$ cat src/rtl/mkr_pkg.sv
// ----------------------------------------------------------------------------
// mkr_pkg
// Shared types and constants of the macro key report decoder.
// ----------------------------------------------------------------------------
package mkr_pkg;

  localparam int unsigned FRAME_BYTES = 512;
  localparam int unsigned POS_W       = 10;
  localparam int unsigned KEY_COUNT   = 12;
  localparam int unsigned KEY_NUM_W   = 4;

  // Byte offsets of the two captured mask bytes
  localparam logic [POS_W-1:0] MASK1_OFF  = POS_W'(21 * 16 + 4);
  localparam logic [POS_W-1:0] MASK2_OFF  = POS_W'(23 * 16 + 12);
  localparam logic [POS_W-1:0] LAST_POS   = POS_W'(FRAME_BYTES - 1);

  // Pattern bytes
  localparam logic [7:0] BYTE_ZERO  = 8'h00;
  localparam logic [7:0] BYTE_START = 8'h01;
  localparam logic [7:0] BYTE_SYNC  = 8'h02;
  localparam logic [7:0] BYTE_FILL  = 8'hff;

  // Event kinds
  typedef enum logic [1:0] {
    EV_DOWN  = 2'd0,
    EV_UP    = 2'd1,
    EV_PRESS = 2'd2
  } ev_kind_t;

  // One good frame's worth of work for the emitter
  typedef struct packed {
    logic [KEY_COUNT-1:0] emit;   // keys that produce an event
    logic [KEY_COUNT-1:0] keys;   // new key state, bit k-1 = key k
    logic                 single; // single-press mode at frame end
  } ev_rec_t;

  // Expected byte at a given frame offset
  function automatic logic [7:0] expected_byte(input logic [POS_W-1:0] pos);
    logic [3:0] col;
    logic [7:0] res;
    col = pos[3:0];
    res = BYTE_ZERO;
    if (col == 4'd0 || col == 4'd8) begin
      res = BYTE_SYNC;
    end else if (col == 4'd3 || col == 4'd11) begin
      res = BYTE_FILL;
    end else if (col == 4'd4 && pos[POS_W-1:4] == '0) begin
      res = BYTE_START;
    end
    return res;
  endfunction

endpackage

$ cat src/rtl/mkr_front.sv
// ----------------------------------------------------------------------------
// mkr_front
// Frame parser: tracks the frame offset, checks each byte against the fixed
// pattern, captures the mask bytes, posts one record per good frame with events.
// ----------------------------------------------------------------------------
module mkr_front
  import mkr_pkg::*;
(
  input  logic       clk,
  input  logic       rst_n,
  input  logic       byte_vld,
  input  logic [7:0] byte_data,
  input  logic       cfg_wr_en,
  input  logic       cfg_wr_data,
  output logic       push,
  output ev_rec_t    push_rec
);

  logic [POS_W-1:0]     pos_r, pos_nxt;
  logic                 bad_r, bad_nxt;
  logic [7:0]           mask1_r, mask1_nxt;
  logic [7:0]           mask2_r, mask2_nxt;
  logic [KEY_COUNT-1:0] key_state_r, key_state_nxt;
  logic                 single_r;

  logic                 in_frame;
  logic                 mismatch;
  logic                 frame_end;
  logic [KEY_COUNT-1:0] now_keys;
  logic [KEY_COUNT-1:0] diff;

  // Byte classification
  assign in_frame  = byte_vld && !(pos_r == '0 && byte_data == BYTE_ZERO);
  assign mismatch  = (pos_r != MASK1_OFF) && (pos_r != MASK2_OFF) &&
                     (byte_data != expected_byte(pos_r));
  assign frame_end = in_frame && (pos_r == LAST_POS);

  // Key state of this frame; mask2 is already captured by the last byte
  assign now_keys = {mask2_r[4:0], mask1_r[7:1]};
  assign diff     = now_keys ^ key_state_r;

  // Next state
  always_comb begin
    pos_nxt       = pos_r;
    bad_nxt       = bad_r;
    mask1_nxt     = mask1_r;
    mask2_nxt     = mask2_r;
    key_state_nxt = key_state_r;
    if (in_frame) begin
      pos_nxt = pos_r + POS_W'(1);
      bad_nxt = ((pos_r == '0) ? 1'b0 : bad_r) | mismatch;
      if (pos_r == MASK1_OFF) mask1_nxt = byte_data;
      if (pos_r == MASK2_OFF) mask2_nxt = byte_data;
      if (frame_end) begin
        pos_nxt = '0;
        if (!bad_nxt) key_state_nxt = now_keys;
      end
    end
  end

  // Record for the emitter
  always_comb begin
    push_rec.keys   = now_keys;
    push_rec.single = single_r;
    push_rec.emit   = single_r ? (diff & now_keys) : diff;
    push            = frame_end && !bad_nxt && (push_rec.emit != '0);
  end

  // Registers
  always_ff @(posedge clk) begin
    if (!rst_n) begin
      pos_r       <= '0;
      bad_r       <= 1'b0;
      mask1_r     <= '0;
      mask2_r     <= '0;
      key_state_r <= '0;
      single_r    <= 1'b0;
    end else begin
      pos_r       <= pos_nxt;
      bad_r       <= bad_nxt;
      mask1_r     <= mask1_nxt;
      mask2_r     <= mask2_nxt;
      key_state_r <= key_state_nxt;
      if (cfg_wr_en) single_r <= cfg_wr_data;
    end
  end

endmodule

$ cat src/rtl/mkr_queue.sv
// ----------------------------------------------------------------------------
// mkr_queue
// Small register queue of frame records between parser and emitter.
// ----------------------------------------------------------------------------
module mkr_queue
  import mkr_pkg::*;
#(
  parameter int unsigned DEPTH = 2
) (
  input  logic    clk,
  input  logic    rst_n,
  input  logic    push,
  input  ev_rec_t push_rec,
  input  logic    pop,
  output ev_rec_t head_rec,
  output logic    empty,
  output logic    full
);

  localparam int unsigned PTR_W = (DEPTH > 1) ? $clog2(DEPTH) : 1;
  localparam int unsigned CNT_W = $clog2(DEPTH + 1);

  ev_rec_t            mem_r [DEPTH];
  logic [PTR_W-1:0]   wr_ptr_r, wr_ptr_nxt;
  logic [PTR_W-1:0]   rd_ptr_r, rd_ptr_nxt;
  logic [CNT_W-1:0]   cnt_r, cnt_nxt;
  logic               do_push, do_pop;

  assign empty    = (cnt_r == '0);
  assign full     = (cnt_r == CNT_W'(DEPTH));
  assign do_push  = push && !full;
  assign do_pop   = pop && !empty;
  assign head_rec = mem_r[rd_ptr_r];

  // Pointer and fill count update, wrapping at the depth
  always_comb begin
    wr_ptr_nxt = wr_ptr_r;
    rd_ptr_nxt = rd_ptr_r;
    cnt_nxt    = cnt_r;
    if (do_push) begin
      wr_ptr_nxt = (wr_ptr_r == PTR_W'(DEPTH - 1)) ? '0 : wr_ptr_r + PTR_W'(1);
    end
    if (do_pop) begin
      rd_ptr_nxt = (rd_ptr_r == PTR_W'(DEPTH - 1)) ? '0 : rd_ptr_r + PTR_W'(1);
    end
    case ({do_push, do_pop})
      2'b10:   cnt_nxt = cnt_r + CNT_W'(1);
      2'b01:   cnt_nxt = cnt_r - CNT_W'(1);
      default: cnt_nxt = cnt_r;
    endcase
  end

  always_ff @(posedge clk) begin
    if (!rst_n) begin
      wr_ptr_r <= '0;
      rd_ptr_r <= '0;
      cnt_r    <= '0;
    end else begin
      wr_ptr_r <= wr_ptr_nxt;
      rd_ptr_r <= rd_ptr_nxt;
      cnt_r    <= cnt_nxt;
    end
  end

  // Entry storage, no reset needed
  always_ff @(posedge clk) begin
    if (do_push) mem_r[wr_ptr_r] <= push_rec;
  end

endmodule

$ cat src/rtl/mkr_back.sv
// ----------------------------------------------------------------------------
// mkr_back
// Event emitter: walks the changed keys of one record in key order and
// drives one event per cycle into the output register unless out_rdy stalls it.
// ----------------------------------------------------------------------------
module mkr_back
  import mkr_pkg::*;
(
  input  logic                 clk,
  input  logic                 rst_n,
  input  logic                 q_empty,
  input  ev_rec_t              q_head,
  output logic                 q_pop,
  output logic                 out_vld,
  input  logic                 out_rdy,
  output logic [KEY_NUM_W-1:0] out_key,
  output ev_kind_t             out_kind,
  output logic                 out_last
);

  logic                 busy_r;
  logic [KEY_COUNT-1:0] rem_r;
  logic [KEY_COUNT-1:0] keys_r;
  logic                 single_r;
  logic                 vld_r;
  logic [KEY_NUM_W-1:0] key_r;
  ev_kind_t             kind_r;
  logic                 last_r;

  logic                 adv;
  logic [KEY_NUM_W-1:0] idx;
  logic [KEY_COUNT-1:0] rem_after;
  logic                 is_last;
  ev_kind_t             kind_sel;

  assign q_pop = !busy_r && !q_empty;
  assign adv   = busy_r && (!vld_r || out_rdy);

  // Lowest pending key
  always_comb begin
    idx = '0;
    for (int k = KEY_COUNT - 1; k >= 0; k--) begin
      if (rem_r[k]) idx = KEY_NUM_W'(k);
    end
  end

  assign rem_after = rem_r & (rem_r - KEY_COUNT'(1));
  assign is_last   = (rem_after == '0);

  always_comb begin
    if (single_r) begin
      kind_sel = EV_PRESS;
    end else if (keys_r[idx]) begin
      kind_sel = EV_DOWN;
    end else begin
      kind_sel = EV_UP;
    end
  end

  // Control and walk state
  always_ff @(posedge clk) begin
    if (!rst_n) begin
      busy_r <= 1'b0;
      vld_r  <= 1'b0;
    end else begin
      if (q_pop) begin
        busy_r <= 1'b1;
      end else if (adv && is_last) begin
        busy_r <= 1'b0;
      end
      if (adv) begin
        vld_r <= 1'b1;
      end else if (out_rdy) begin
        vld_r <= 1'b0;
      end
    end
  end

  // Payload
  always_ff @(posedge clk) begin
    if (q_pop) begin
      rem_r    <= q_head.emit;
      keys_r   <= q_head.keys;
      single_r <= q_head.single;
    end else if (adv) begin
      rem_r <= rem_after;
    end
    if (adv) begin
      key_r  <= idx + KEY_NUM_W'(1);
      kind_r <= kind_sel;
      last_r <= is_last;
    end
  end

  assign out_vld  = vld_r;
  assign out_key  = key_r;
  assign out_kind = kind_r;
  assign out_last = last_r;

endmodule

$ cat src/rtl/macro_key_report_decoder.sv
// ----------------------------------------------------------------------------
// macro_key_report_decoder
// Decodes 512-byte key reports into key down, key up or single press items.
// ----------------------------------------------------------------------------
// Input channel in_*: one raw report byte per item in in_tdata. While idle a
// zero byte is dropped and a nonzero byte opens a frame. in_tready is high
// whenever the record queue has room, so bytes go in at one per cycle.
// Output out_*: one item per changed key (per new press in single-press mode),
// out_tdata key number, out_tuser event kind, out_tlast last item of a frame.
// cfg_wr_en/cfg_wr_data set single-press mode; write only while idle.
// After the frame's last byte is taken, the first item of a good frame
// passes the record queue, the emitter load and the output register.
// Throughput: one item per cycle while out_tready is high, plus an emitter
// load per frame; a 512-byte frame yields at most 12 items, so it keeps up.
// A stalled receiver holds the output register; frames keep arriving until
// the queue of QUEUE_DEPTH records fills, then in_tready drops.
// Reset (synchronous, rst_n low): idle, all keys up, queue empty,
// single-press mode off.
// ----------------------------------------------------------------------------
module macro_key_report_decoder
  import mkr_pkg::*;
#(
  parameter int unsigned QUEUE_DEPTH = 2
) (
  input  logic       clk,
  input  logic       rst_n,
  // Input bytes
  input  logic       in_tvalid,
  output logic       in_tready,
  input  logic [7:0] in_tdata,   // [7:0] rx_byte
  // Key events
  output logic       out_tvalid,
  input  logic       out_tready,
  output logic [7:0] out_tdata,  // [3:0] key_number, [7:4] zero
  output logic [1:0] out_tuser,  // [1:0] event_kind
  output logic       out_tlast,  // last_event
  // Configuration
  input  logic       cfg_wr_en,
  input  logic       cfg_wr_data // single_press_mode
);

  logic                 push;
  ev_rec_t              push_rec;
  logic                 q_pop;
  ev_rec_t              q_head;
  logic                 q_empty;
  logic                 q_full;
  logic [KEY_NUM_W-1:0] out_key;
  ev_kind_t             out_kind;

  assign in_tready = !q_full;

  // Frame parser
  mkr_front u_front (
    .clk         (clk),
    .rst_n       (rst_n),
    .byte_vld    (in_tvalid && in_tready),
    .byte_data   (in_tdata),
    .cfg_wr_en   (cfg_wr_en),
    .cfg_wr_data (cfg_wr_data),
    .push        (push),
    .push_rec    (push_rec)
  );

  // Record queue
  mkr_queue #(
    .DEPTH (QUEUE_DEPTH)
  ) u_queue (
    .clk      (clk),
    .rst_n    (rst_n),
    .push     (push),
    .push_rec (push_rec),
    .pop      (q_pop),
    .head_rec (q_head),
    .empty    (q_empty),
    .full     (q_full)
  );

  // Event emitter
  mkr_back u_back (
    .clk      (clk),
    .rst_n    (rst_n),
    .q_empty  (q_empty),
    .q_head   (q_head),
    .q_pop    (q_pop),
    .out_vld  (out_tvalid),
    .out_rdy  (out_tready),
    .out_key  (out_key),
    .out_kind (out_kind),
    .out_last (out_tlast)
  );

  assign out_tdata = {4'b0000, out_key};
  assign out_tuser = out_kind;

  // Assertions
  a_no_push_full : assert property (@(posedge clk) disable iff (!rst_n)
    push |-> !q_full)
    else $error("record posted while queue full");

  a_key_range : assert property (@(posedge clk) disable iff (!rst_n)
    out_tvalid |-> (out_key != '0 && out_key <= KEY_NUM_W'(KEY_COUNT)))
    else $error("key number out of range");

  a_kind_valid : assert property (@(posedge clk) disable iff (!rst_n)
    out_tvalid |-> (out_kind == EV_DOWN || out_kind == EV_UP || out_kind == EV_PRESS))
    else $error("bad event kind");

  a_pop_nonempty : assert property (@(posedge clk) disable iff (!rst_n)
    q_pop |-> !q_empty)
    else $error("emitter loaded from empty queue");

endmodule
$ cat config.mk
export PLATFORM = sky130hd
export DESIGN_NAME = macro_key_report_decoder
export DESIGN_NICKNAME = d
export VERILOG_FILES = /design/src/rtl/mkr_pkg.sv /design/src/rtl/mkr_front.sv /design/src/rtl/mkr_queue.sv /design/src/rtl/mkr_back.sv /design/src/rtl/macro_key_report_decoder.sv
export SDC_FILE = /design/constraint.sdc
export NUM_CORES = 1
export LEC_CHECK = 0
export BUFFER_PORTS_ARGS = -buffer_cell sky130_fd_sc_hd__buf_2
export CORE_MARGIN = 4
export CORE_UTILIZATION = 55
export DETAILED_ROUTE_END_ITERATION = 7
export PLACE_DENSITY = 0.86
export SLEW_MARGIN = 0
export SYNTH_ARGS = -nofsm -noshare
export SYNTH_HDL_FRONTEND = slang
export SYNTH_SLANG_ARGS = --single-unit
$ cat constraint.sdc
create_clock -name clk -period 3.5 [get_ports clk]
set_clock_uncertainty 0.15 [all_clocks]
set_input_delay 0.35 -clock clk [delete_from_list [all_inputs] [get_ports clk]]
set_output_delay 0.35 -clock clk [all_outputs]
set_load 0.02 [all_outputs]
==> run_results.csv, run 1 <==
group,metric,value,unit
worst_setup_path,cp_max_fo,4,
timing,hold_viol,0,
yosys,synth_top_area_cell,"edfxtp_1",
timing,period_share,94.7,%
grt,grt_first_pass_wirelength,18.8,mm
floorplan,num_io_pins,27,
cts,clk_pin_slew,0.06,ns
yosys,yosysSeqAreaShare,57.8,%
worst_setup_path,cp_data_required_time,3.80,ns
route,firstDrtPassIters,6,
worst_setup_path,cp-start-kind,"primary input",
flow_run,cap_viol_max_count,0,
yosys,synth_edf_count,82,
route,top_layer_used,"met4",
grt,grt_pass1_vias,3767,
finish,seqCellArea,3320,µm²
power_and_ir_drop,pwr-share-clk,50.4,%
route,drt-met1-wl,4.68,mm
outcome,status,"complete, no violations",
yosys,synth_seq_cells,125,
power_and_ir_drop,p_comb_share,2.3,%
power_and_ir_drop,power_frac_seq,47.3,%
cts,clock_path_buffers,2,
route,routed-wl-met2,5.91,mm
cts,cts-root-buf,"clkbuf_8",
yosys,ys.flop_type,"edfxtp_1",
cts,h-tree-depth,4,
timing,max_slew_margin,41.7,%
yosys,netlist_top_cells_count,"edfxtp_1 (82), nand2_1 (45), dfxtp_1 (43), mux2i_1 (41), inv_1 (27)",
yosys,async_flop_share,0,%
power_and_ir_drop,p_total,3.31,mW
cts,cts_setup_buffers,0,
timing,max_freq,302,MHz
route,routed_wirelength,11.5,mm
cts,cts_inserted_buffers,17,
yosys,post-synth-top-count-cell,"edfxtp_1",
power_and_ir_drop,p_leak,2.40,nW
power_and_ir_drop,netSwitchingPower,0.755,mW
place,place_congestion,0.903,
finish,area_growth,15.3,%
yosys,yosysWarnings,0,
finish,num-fill-cells,751,
yosys,avgSynthCellArea,11.8,µm²
grt,grt_max_degree,52,
yosys,netlist_instances,489,
grt,globalRoute.totalOverflow,0,
yosys,yosysUniqueCellTypes,60,
cts,clk_latency,0.53,ns
floorplan,die_x,110,µm
route,wl_per_cell,17.1,µm
worst_setup_path,cp_cell_sequence,"dlygate4sd3_1 -> buf_2 -> or4_4 -> or4_4 -> o21bai_1 -> a21o_1 -> a211o_2 -> ha_1 -> or3_1 -> a21boi_0",
timing,setup_viol,0,
place,dp_hpwl,7.53,mm
cts,cts_num_sinks,125,
grt,antenna_found_initial,0,
timing,maxSlewViolCount,0,
cts,cts_tree,"yes",
route,vias_per_cell,5.82,
timing,worstMarginPinSlew,0.863,ns
place,place_inst,631,
power_and_ir_drop,swShare,22.8,%
worst_setup_path,setup.worst_path.end_class,"register",
floorplan,fp-row-count,37,
worst_setup_path,critPathKind,"in2reg",
worst_setup_path,critPathMaxStageDelay,0.53,ns
worst_setup_path,cpMostUsedCell,"or4_4",
worst_hold_path,hp-class,"in2reg",
route,drc,0,
timing,fin_crit,3.32,ns
worst_setup_path,cp_slowest_cell,"dlygate4sd3_1",
worst_setup_path,arrival,3.62,ns
route,met3_length,647,µm
finish,antenna_cells,0,
floorplan,placeableCoreArea,10200,µm²
finish,final_nets,553,
floorplan,dieHeight,110,µm
route,final_antenna_net_count,0,
finish,final_cells,672,
timing,rsz0062_at_grt,"no",
finish,multi_input_area,2210,µm²
power_and_ir_drop,pwr_density_cell,499,nW/µm²
route,vias,3910,
floorplan,fp.dieArea,12200,µm²
yosys,syn-cell-area,5750,µm²
power_and_ir_drop,intPower,2.55,mW
route,drt_iter0_drc,382,
grt,grt_usage,20.9,%
yosys,synth_top_area_share,42.8,%
yosys,synth_area_leaders,"edfxtp_1 (43%), dfxtp_1 (15%), mux2i_1 (7.1%), ha_1 (3.5%), nand2_1 (2.9%)",
finish,drive_above_1_share,16.4,%
place,portBuffers,22,
floorplan,start_util,56.2,%
power_and_ir_drop,peakVddDrop,0.000499,V
==> worst paths after layout <==
path | startpoint | end | slack (ns) | depth (start not counted)
max | in_tdata[3] | u_queue.cnt_r[1] | 0.18 | 10
min reg2reg | u_front.key_state_r[4] | u_front.key_state_r[4] | 0.31 | 2
max reg2reg | u_front.single_r | u_queue.cnt_r[1] | 0.35 | 8
min | in_tdata[7] | u_front.mask1_r[7] | 0.02 | 3
==> power groups by stage <==
| stage | registers (mW) | logic (mW) | clock network (mW) |
|---|---|---|---|
| final | 1.57 | 0.0753 | 1.67 |
| after detailed placement | 1.60 | 0.0649 | 0 |
| after CTS | 1.57 | 0.0743 | 1.69 |
| after floorplan | 1.59 | 0.0506 | 0 |
| after global placement | 1.60 | 0.0617 | 0 |
| after global routing | 1.57 | 0.0825 | 1.76 |
==> flip-flops by register name, indices dropped and copies added (netlist names), 2 cells and up, named ones only <==
register             cells
u_queue.mem_r           50
u_front.pos_r           10
u_queue.cnt_r            2
u_front.mask1_r          7
u_back.out_kind          2
u_back.keys_r           12
u_back.out_key           4
u_front.mask2_r          5
u_back.rem_r            12
u_front.key_state_r     12
==> final cells by class <==
cell class,count,share of cell area (%)
clock inverter,15,2.23
tap,136,2.57
clock buffer,17,6.25
timing repair buffer,39,3.93
multi-input combinational,313,33.4
inverter,27,1.53
sequential,125,50.1
==> per-stage QoR <==
| step | setup WS [ns] | hold slack (ns) | setup TNS (ns) | util, % | cell area, µm² |
|---|---|---|---|---|---|
| floorplan | -0.0913 | 0.288 | -4.56 | - | 5760 |
| global placement | 0.278 | 0.295 | 0 | 58.4 | 5980 |
| detailed placement | 0.260 | 0.305 | 0 | 58.4 | 5980 |
| CTS | 0.223 | 0.00360 | 0 | 64.8 | 6630 |
| global route | 0.0923 | 0.0312 | 0 | 64.8 | 6630 |
| finish | 0.185 | 0.0219 | 0 | 64.8 | 6630 |
==> critical path, delay by kind of cell <==
family	cells	cell delay [ns]
compound gates	4	0.93
fa+ha+maj	1	0.32
buf+inv	2	0.67
simple gates	3	1.35
==> logic make-up after synthesis <==
logic type                 count (synthesis)  share of synthesized area (%)
adders and majority gates                 18                           3.83
other                                      1                         0.0652
muxes                                     54                           9.69
xor gates and xnor gates                  14                           2.13
DFF                                      125                           57.8
AOI/OAI and AO/OA                         74                           8.90
and+or+nand+nor                          149                           13.6
buffers and inverters                     54                           4.01
==> layer usage <==
layer	vias to the layer above	track usage, %
met5	-	0
met4	0	8.62
met3	29	5.71
met2	158	36.4
met1	1872	24.1
li1	1851	-
==> layout by cell type (no fill, tap or decap), types with 4 or more instances in the layout <==
cell type      count
a21boi_0           6
a21oi_1            8
and2_1             6
buf_2             22
buf_4              8
clkbuf_16         16
conb_1             4
dfxtp_1           43
dlygate4sd3_1      9
edfxtp_1          82
ha_1              16
inv_1             27
inv_6              8
mux2_2            13
mux2i_1           41
nand2_1           45
nand3_1           10
nand4_1            6
nor2_1            20
nor2b_1           21
nor3_1             8
nor4_1             7
o21ai_0           20
xnor2_1           11
==> what timing repair did <==
action / 4_1_cts / 5_1_grt
hold buffers: 9 / 0
endpoints found under the hold margin: 10 / 0
gates resized for setup: 0 / 0
setup endpoints to repair: 0 / 0
Note: power is estimated with default switching activity, not from simulation.
==> run 2, diff against run 1 <==
ABC_AREA = 1   (was unset)
==> run 2 against run 1 <==
Against the previous run: utilization is 0.99 points higher; first-iteration DRC count decreased by 40%; synthesized cell count is 16% higher; hold slack lost 0.014 ns; synthesized area shrank 1.7%; register-to-register slack better by 0.31 ns; sequential power barely moved; cell count is 11% higher; non-clock buffer count fell by 9; via count grew 1.5%; combinational power down 21%; die area down 1.5%.
==> run_results.csv, run 2 <==
group,metric,value,unit
outcome,status,"complete, no violations",
power_and_ir_drop,p_leak,2.51,nW
yosys,synth_seq_cells,125,
floorplan,die_x,109,µm
finish,largest_reg_flops,50,
worst_setup_path,critPathKind,"reg2reg",
place,portBuffers,22,
yosys,async_flop_share,0,%
yosys,synth_top_area_cell,"edfxtp_1",
route,final_antenna_net_count,0,
route,drc,0,
grt,grt_max_degree,36,
route,vias_per_cell,5.31,
finish,drive_above_1_share,15.0,%
timing,setup_viol,0,
finish,final_cell_area,6520,µm²
finish,top_register,"u_queue.mem_r",
yosys,yosysWarnings,0,
yosys,syn-cell-area,5650,µm²
floorplan,start_util,57.0,%
timing,hold_viol,0,
place,place_congestion,0.882,
timing,max_freq,352,MHz
cts,cts_num_sinks,125,
timing,worstMarginPinSlew,0.663,ns
yosys,synth_edf_count,82,
cts,cts_tree,"yes",
timing,rsz0062_at_grt,"no",
route,routed_wirelength,11.0,mm
place,dp_hpwl,7.42,mm
grt,antenna_found_initial,0,
route,firstDrtPassIters,5,
floorplan,dieHeight,109,µm
yosys,netlist_top_cells_count,"nand2_1 (90), inv_1 (84), edfxtp_1 (82), o21ai_0 (54), dfxtp_1 (43)",
power_and_ir_drop,peakVddDrop,0.000335,V
cts,h-tree-depth,4,
finish,area_growth,15.3,%
yosys,avgSynthCellArea,9.95,µm²
yosys,ys.flop_type,"edfxtp_1",
yosys,yosysUniqueCellTypes,40,
worst_setup_path,r2r-start,"u_front.single_r",
timing,period_share,81.2,%
route,vias,3967,
worst_setup_path,cp_data_required_time,3.79,ns
yosys,synth_area_leaders,"edfxtp_1 (44%), dfxtp_1 (15%), nand2_1 (6.0%), inv_1 (5.6%), o21ai_0 (4.8%)",
power_and_ir_drop,p_total,3.33,mW
worst_setup_path,cp_max_fo,23,
worst_hold_path,hp-class,"in2reg",
worst_setup_path,setup.worst_path.end_class,"register",
cts,cts-root-buf,"clkbuf_8",
route,wl_per_cell,14.7,µm
yosys,yosysSeqAreaShare,58.8,%
timing,max_slew_margin,55.3,%
grt,grt_first_pass_wirelength,18.3,mm
worst_setup_path,crit_start,"u_front.single_r",
finish,mostFrequentLayoutCells,"nand2_1 (90), inv_1 (84), edfxtp_1 (82)",
cts,clk_pin_slew,0.06,ns
floorplan,placeableCoreArea,9910,µm²
timing,fin_crit,2.84,ns
finish,num-fill-cells,741,
timing,fin_setup_tns,0,ns
yosys,synth_top_area_share,43.6,%
place,placed_cell_area,5880,µm²
cts,clock_path_buffers,2,
worst_setup_path,arrival,3.13,ns
floorplan,fp.dieArea,12000,µm²
grt,globalRoute.totalOverflow,0,
yosys,netlist_instances,568,
cts,cts_inserted_buffers,17,
finish,final_nets,631,
worst_setup_path,cp-start-kind,"register",
floorplan,num_io_pins,27,
timing,maxSlewViolCount,0,
finish,antenna_cells,0,
grt,grt_pass1_vias,4000,
finish,layout_commonest_cell,"nand2_1",
cts,clk_latency,0.51,ns
route,drt_iter0_drc,229,
yosys,post-synth-top-count-cell,"nand2_1",
power_and_ir_drop,pwr_density_cell,511,nW/µm²
floorplan,fp-row-count,36,
flow_run,cap_viol_max_count,0,
worst_hold_path,hp-start,"in_tdata[7]",
grt,grt_usage,20.1,%
## run 2: cells by family (layout without fill, tap and decap cells)
family	count (synthesis)	count (layout)	share of synthesized area (%)
AOI/OAI and AO/OA	117	117	11.4
xor gates and xnor gates	4	4	0.620
adders and majority gates	16	16	3.54
buffers and inverters	108	151	7.77
DFF	125	125	58.8
muxes	14	14	2.79
other	1	4	0.0663
and+or+nand+nor	183	183	15.0
## run 2: cell type report
type                       count  area [µm²]  share of cell area (%)
multi-input combinational    338        1910                    29.3
inverter                      89         339                    5.20
timing repair buffer          30         178                    2.73
clock inverter                 7        42.5                   0.653
sequential                   125        3320                    51.0
tap                          133         166                    2.55
clock buffer                  25         561                    8.60
## run 2: power by group
part / switching, mW / internal, mW
Sequential: 0.00533 / 1.56
Combinational: 0.0388 / 0.0206
Clock: 0.608 / 1.10
## run 2: repair_timing
| action | CTS | global route |
|---|---|---|
| gates resized for setup | 0 | 0 |
| hold buffers | 3 | 0 |
| hold endpoints to repair | 3 | 0 |
| buffers inserted | 0 | 0 |
## run 2: critical path, cell delays in order, from the launching register on
cell and delay, ns:
dfxtp_1 0.68, o21ai_0 0.38, nor4_1 0.47, nand3_1 0.13
nand2_1 0.08, inv_1 0.06, nand2_1 0.11, ha_1 0.24
inv_1 0.08, nand2_1 0.06, nor2_1 0.11, o21ai_0 0.09
a21oi_1 0.14
## run 2: final timing paths
path,to,slack [ns],cells past startpoint
worst max-delay path,u_queue.cnt_r[1],0.66,12
worst max register to register,u_queue.cnt_r[1],0.66,12
worst min register to register,u_back.out_kind[1],0.31,0
worst min-delay path,u_front.mask1_r[7],0.008,3
## run 2: metrics by stage
stage / util, % / cells / hold WS, ns / setup slack, ns
floorplan: - / 571 / 0.276 / 0.141
global placement: 59.4 / 712 / 0.288 / 0.833
detailed placement: 59.4 / 712 / 0.301 / 0.743
CTS: 65.8 / 747 / 0.00400 / 0.701
global route: 65.8 / 747 / 0.00506 / 0.362
finish: 65.8 / 747 / 0.00805 / 0.657
## run 2: layer usage
layer  GRT usage, %  vias to the layer above  routed length, µm
li1               -                     2003                  -
met1           23.5                     1832               4580
met2           35.0                      107               5560
met3           4.76                       25                547
met4           9.17                        0                297
met5              0                        -                  0
==> run 3, diff against run 2 <==
CORE_UTILIZATION = 61   (was 55)
PLACE_DENSITY = 0.9   (was 0.86)
clock period = 2.9 ns   (was 3.5 ns; I/O delays follow)
==> run 3 against run 2 <==
Against the previous run: register-to-register slack got worse by 0.51 ns; clock-buffer cell count fell by 8; combinational power is 49% higher; sequential power up 21%; largest power group unchanged; fmax rose by 3.1%.
==> run_results.csv, run 3 (synthesis gave the netlist of run 2 again) <==
group,metric,value,unit
worst_setup_path,setup.worst_path.end_class,"register",
grt,grt_max_degree,36,
place,place_congestion,0.857,
finish,final_cells,731,
timing,period_share,95.1,%
cts,clk_latency,0.53,ns
route,vias,4201,
finish,area_growth,17.5,%
grt,grt_first_pass_wirelength,19.7,mm
route,routed_wirelength,12.2,mm
route,final_antenna_net_count,0,
floorplan,die_x,104,µm
timing,worstMarginPinSlew,0.606,ns
timing,hold_viol,0,
floorplan,start_util,63.9,%
power_and_ir_drop,pwr_density_cell,626,nW/µm²
place,portBuffers,22,
grt,antenna_found_initial,0,
worst_setup_path,cp_max_fo,18,
route,drt_iter0_drc,267,
power_and_ir_drop,p_leak,2.55,nW
timing,max_freq,363,MHz
route,wl_per_cell,16.7,µm
cts,cts_inserted_buffers,17,
timing,setup_viol,0,
floorplan,dieHeight,104,µm
cts,clk_pin_slew,0.06,ns
floorplan,placeableCoreArea,8850,µm²
timing,fin_crit,2.76,ns
finish,largest_reg_flops,50,
floorplan,fp-row-count,34,
place,dp_hpwl,7.70,mm
route,vias_per_cell,5.75,
finish,antenna_cells,0,
place,place_inst,688,
timing,max_slew_margin,59.5,%
flow_run,cap_viol_max_count,0,
worst_setup_path,arrival,3.06,ns
power_and_ir_drop,peakVddDrop,0.000390,V
grt,globalRoute.totalOverflow,0,
grt,grt_usage,23.3,%
cts,clock_path_buffers,2,
finish,utilization,75.1,%
cts,cts-root-buf,"clkbuf_8",
finish,layout_commonest_cell,"nand2_1",
floorplan,num_io_pins,27,
grt,grt_pass1_vias,4037,
finish,drive_above_1_share,16.2,%
finish,final_nets,640,
route,firstDrtPassIters,5,
floorplan,fp.dieArea,10900,µm²
finish,mostFrequentLayoutCells,"nand2_1 (89), inv_1 (84), edfxtp_1 (82)",
power_and_ir_drop,p_total,4.16,mW
route,drc,0,
worst_setup_path,cp_data_required_time,3.21,ns
cts,cts_tree,"yes",
timing,maxSlewViolCount,0,
finish,top_register,"u_queue.mem_r",
worst_setup_path,cp-start-kind,"register",
worst_hold_path,hp-class,"in2reg",
cts,h-tree-depth,4,
outcome,status,"complete, no violations",
cts,cts_num_sinks,125,
timing,whs,0.124,ns
worst_setup_path,critPathKind,"reg2reg",
## run 3: final cells by class
type | instances | area (µm²)
inverters | 89 | 339
flip-flops and latches | 125 | 3330
multi-input cells | 338 | 1930
clock buffers | 17 | 414
repair buffers | 39 | 303
well taps | 108 | 135
clock inverters | 15 | 196
fillers | 556 | 2210
## run 3: what timing repair did
item | 4_1_cts | 5_1_grt
resized for setup | 0 | 10
hold endpoints to repair | 14 | 0
hold buffers | 11 | 0
buffers inserted | 0 | 0
setup endpoints to repair | 0 | 1
## run 3: path summary, 6_finish.rpt
path	from	endpoint	slack, ns	cells after the start
setup reg to reg	u_front.single_r	u_queue.cnt_r[1]	0.14	13
hold reg to reg	u_back.single_r	u_back.out_kind[1]	0.31	0
setup / recovery	u_front.single_r	u_queue.cnt_r[1]	0.14	13
hold / removal	rst_n	u_queue.wr_ptr_r	0.12	3
## run 3: metal layers
| metal | part of all wire (%) | GRT usage [%] |
|---|---|---|
| met2 | 53 | 41.0 |
| met4 | 1.7 | 10.9 |
| met5 | 0 | 0 |
| met1 | 40 | 27.1 |
| met3 | 5.0 | 4.97 |
## run 3: worst max-delay path: stages (launching register included)
cell	delay, ns
dfxtp_1	0.43
buf_4	0.26
o21ai_0	0.25
nor4_1	0.33
nand3_1	0.16
nand2_1	0.11
inv_1	0.09
nand2_2	0.12
ha_1	0.23
inv_1	0.09
nand2_1	0.08
nor2_2	0.11
o21ai_0	0.11
a21oi_1	0.16
## run 3: stage by stage
| stage | cell area, µm² | setup TNS [ns] | worst slack [ns] |
|---|---|---|---|
| floorplan | 5670 | 0 | 0.203 |
| global placement | 5900 | 0 | 0.317 |
| detailed placement | 5900 | 0 | 0.155 |
| CTS | 6620 | 0 | 0.0228 |
| global route | 6640 | -0.0224 | -0.0224 |
| finish | 6640 | 0 | 0.143 |
## run 3: where the power goes
group | switching [mW] | internal, mW
combinational | 0.0546 | 0.0340
clock | 0.792 | 1.39
sequential | 0.00426 | 1.88
